<file path="src/rtl/apm_ram.sv">
`timescale 1ns / 1ps
// ----------------------------------------------------------------------------
// Generic simple dual-port RAM
// One write port and one read port with a registered read.
// ----------------------------------------------------------------------------
module apm_ram #(
    parameter int WIDTH = 8,
    parameter int DEPTH = 8,
    parameter int AW    = (DEPTH > 1) ? $clog2(DEPTH) : 1
) (
    input  logic             i_clk,
    input  logic             i_we,
    input  logic [AW-1:0]    i_waddr,
    input  logic [WIDTH-1:0] i_wdata,
    input  logic             i_re,
    input  logic [AW-1:0]    i_raddr,
    output logic [WIDTH-1:0] o_rdata
);

    logic [WIDTH-1:0] r_mem [DEPTH];
    logic [WIDTH-1:0] r_rdata;

    always_ff @(posedge i_clk) begin
        if (i_we) begin
            r_mem[i_waddr] <= i_wdata;
        end
        if (i_re) begin
            r_rdata <= r_mem[i_raddr];
        end
    end

    assign o_rdata = r_rdata;

endmodule

</file>
<file path="config.mk">
export PLATFORM = sky130hd
export DESIGN_NAME = apm_ram
export DESIGN_NICKNAME = d
export VERILOG_FILES = /design/src/rtl/apm_ram.sv
export SDC_FILE = /design/constraint.sdc
export NUM_CORES = 1
export LEC_CHECK = 0
export ABC_AREA = 1
export BUFFER_PORTS_ARGS = -buffer_cell sky130_fd_sc_hd__buf_2
export CELL_PAD_IN_SITES_DETAIL_PLACEMENT = 0
export CELL_PAD_IN_SITES_GLOBAL_PLACEMENT = 1
export CORE_ASPECT_RATIO = 0.5
export CORE_MARGIN = 10
export CORE_UTILIZATION = 35
export DETAILED_ROUTE_END_ITERATION = 10
export GPL_TIMING_DRIVEN = 0
export PLACE_DENSITY_LB_ADDON = 0.25
export SYNTH_ARGS = -nofsm -noshare
export SYNTH_HDL_FRONTEND = slang
export SYNTH_SLANG_ARGS = --single-unit
export TNS_END_PERCENT = 20
</file>
<file path="constraint.sdc">
create_clock -name i_clk -period 1 [get_ports i_clk]
set_input_delay 0.1 -clock i_clk [delete_from_list [all_inputs] [get_ports i_clk]]
set_output_delay 0.1 -clock i_clk [all_outputs]
set_load 0.03 [all_outputs]
</file>
Yosys cells after proc, flatten, opt, wreduce, memory -nomap -nowiden
Memory sizes are Yosys's and may differ from the RTL's. A register that Yosys moved wholly into a read port is not among the register bits.
Cells that the tools add are included.
{"block": "classes", "muxes": 2}
{"operator": "$mux W1", "count": 2}
{"block": "word_totals", "regBits": 0, "ramBits": 64, "output_inout_bits": 8, "input_bits": 17, "memories": 1}
{"name": "r_mem", "words": 8, "word_bits": 8, "rd": 1, "rd_ports_with_merged_regs": 1, "write_ports": 1, "line_no": "20", "text": "logic [WIDTH-1:0] r_mem [DEPTH];"}

Depth between registers and ports, before layout
{"block": "depth", "word_depth": 2, "ltp_mapped": 8, "mapped_depth_nobuf": 6}

Least setup slack after synthesis
OpenSTA, ideal clock, no wires.
{"block": "synth_timing", "path_type": "input to register", "startpoint": "input i_waddr[0]", "endpoint": "memory r_mem[0][0] (enable)", "n_path_buf": 0, "stages": 3, "slack_ps": 25, "arrival_ps": 605, "cell_sequence": "inv_1 -> nand2_1 -> nor2_1"}
{"item": "from (decl)", "line_no": "13", "text": "input logic [AW-1:0] i_waddr,"}
{"item": "to (decl)", "line_no": "20"}
No word-level cell before the write port.

Final worst setup path
{"block": "layout_timing", "startpoint": "input i_waddr[0]", "endpoint": "memory r_mem[0][5] (enable)"}
No word-level cell before the write port.

==> out/metrics.csv <==
metric,value,unit
ys_ff_latch,72,
dieArea,0.0134,mm²
clk_latency,330,ps
intPower,0.00554,W
portBuffers,21,
num_antenna_cells,0,
hold_violations,0,
nets,352,
wl,6320,µm
gr-usage-all-layers,9.97,%
antenna_found_initial,0,
timing.fmax,997,MHz
synth_top_area_cell,edfxtp_1,
cts_buffers,9,
maxSlewViolCount,0,
drc,0,
postSynthAreaPerCell,10.3,µm²
wl_per_cell,13.8,µm
path_max_fanout,8,
p_comb_share,7.1,%
violations,negative setup slack,
worst-setup-path-type,in -> reg,
place_congestion,0.775,
cp-end-kind,flip-flop,
syn_to_final_growth,18.6,%
period_needed,1000,ps
seqPwrFrac,48.8,%
seq_area_frac_synth,69.1,%
setup_viol,6,
clock_sinks,72,
synth-warning-count,0,
postSynthCellCount,303,
clock_path_buffers,2,
whs,43.7,ps
grt_util_met2,15.8,%
dp.final_hpwl,4670,µm
busiest_layer,met2,
cap_viol_max_count,0,
synth_cell_type_count,10,
p_total,0.00712,W
first_pass_iters,4,
core,0.00871,mm²
power_switching,0.00158,W
ctsHoldBuffers,0,
cts_tree,built,
grt_pass1_vias,1940,
swShare,22.2,%
cp_data_required_time,960,ps
synth_area,0.00313,mm²
yosys-top-cells-area,"edfxtp_1 69%, nand2_1 13%, inv_1 8.2%, nand3_1 5.1%, buf_6 2.2%",
grt_pass1_wl,10100,µm
crit_arrival,960,ps
dr.first_iter.drc_count,90,
grt-ovfl-total,0,
root_buffer,clkbuf_16,
die_w,154,µm
grt.met3_usage,4.73,%
rows,24,
grtUsageMet1,12.1,%
worst_slack,-3.09,ps
synth_top_area_share,69.1,%
grt_setup_unrepaired,true,
p_leak,1.68,nW
power_density,1920,mW/mm²
cts.htree.levels,3,
clkPwrFrac,44.1,%
ir_drop,0.967,mV
die_h,86.9,µm
grt_max_degree,14,
drive_above_1_share,17.4,%
postRouteAntennaNets,0,
syn_nets,320,
critPathLaunchType,input pin,
outcome,finished with violations,
vias_per_cell,4.31,
fin_util,42.6,%
ioPinCount,25,
start_util,35.9,%
path_clk_slew,60,ps
finalSetupTns,-13.3,ps
hold_path.class,in -> reg,
slew_headroom,50.6,%
tightest_slew,738,ps
period_share,100,%
fin_skew,5.01,ps
vias,1968,
## routing by layer
metal | part of all wire (%) | wire, µm
met1 | 47 | 2970
met5 | 0 | 0
met3 | 6.3 | 401
met2 | 46 | 2910
met4 | 0.65 | 41
## synth_stat cells
| master | number |
|---|---|
| buf_6 | 6 |
| nor2_1 | 8 |
| edfxtp_1 | 72 |
| buf_2 | 2 |
| nand2_1 | 110 |
| inv_2 | 1 |
| buf_4 | 3 |
| inv_1 | 68 |
| inv_4 | 1 |
| nand3_1 | 32 |
## metrics by stage
step                      cell area, µm²  std cells  setup slack, ps
after global routing                3710        457             -118
after floorplan                     3130        303             25.1
after CTS                           3690        457            -32.3
final                               3710        457            -3.09
after detailed placement            3380        441             -477
after global placement              3380        441             -421
## logic make-up after synthesis
group / after synthesis / share of synthesized area [%]
and+or+nand+nor: 150 / 19.3
DFF: 72 / 69.1
buffers and inverters: 81 / 11.7
## power groups by stage
| stage | Clock, W | Combinational, W | Sequential (W) |
|---|---|---|---|
| floorplan | 0 | 0.000269 | 0.00359 |
| global placement | 0 | 0.000502 | 0.00353 |
| detailed placement | 0 | 0.000509 | 0.00354 |
| CTS | 0.00319 | 0.000516 | 0.00347 |
| global route | 0.00333 | 0.000583 | 0.00348 |
| finish | 0.00314 | 0.000509 | 0.00347 |
## final cells by class
type	instances	area (µm²)
fillers	853	5000
flip-flops and latches	72	2160
multi-input cells	150	631
inverters	70	265
clock buffers	9	225
well taps	117	146
repair buffers	21	111
plain buffers	11	100
clock inverters	7	71.3
## worst paths after layout
path                            slack (ps)     endpoint  cells after the start         from
worst max-delay path                    -3  r_mem[0][5]                      4   i_waddr[0]
worst min-delay path                    40  r_mem[1][2]                      1   i_wdata[2]
worst max register to register          20   o_rdata[1]                      6  r_mem[4][1]
worst min register to register         710   o_rdata[2]                      6  r_mem[0][2]
## critical path: stages
cell     delay [ps]
buf_2           100
inv_1            40
nand2_1         110
nor2_1          610
## flip-flops by register name, indices dropped and copies added (netlist names)
name and cells:
o_rdata 8, r_mem 64
## timing repair
item | 4_1_cts | 5_1_grt
buffers inserted | 0 | 0
endpoints found under the setup margin | 49 | 39
cloned | 0 | 0
resized for setup | 6 | 5
pin swaps | 0 | 6
## layout by cell type (no fill, tap or decap)
master / instances
buf_4: 3
nor2_1: 2
buf_2: 22
edfxtp_1: 72
clkinv_2: 2
nand2_1: 109
clkinvlp_4: 3
inv_1: 68
buf_6: 7
clkbuf_16: 9
inv_2: 1
nand3_1: 30
nor2_2: 6
inv_4: 1
nand3_2: 2
nand2_2: 1
inv_6: 1
bufinv_16: 1
No activity file was read; power rests on OpenSTA's default activity.
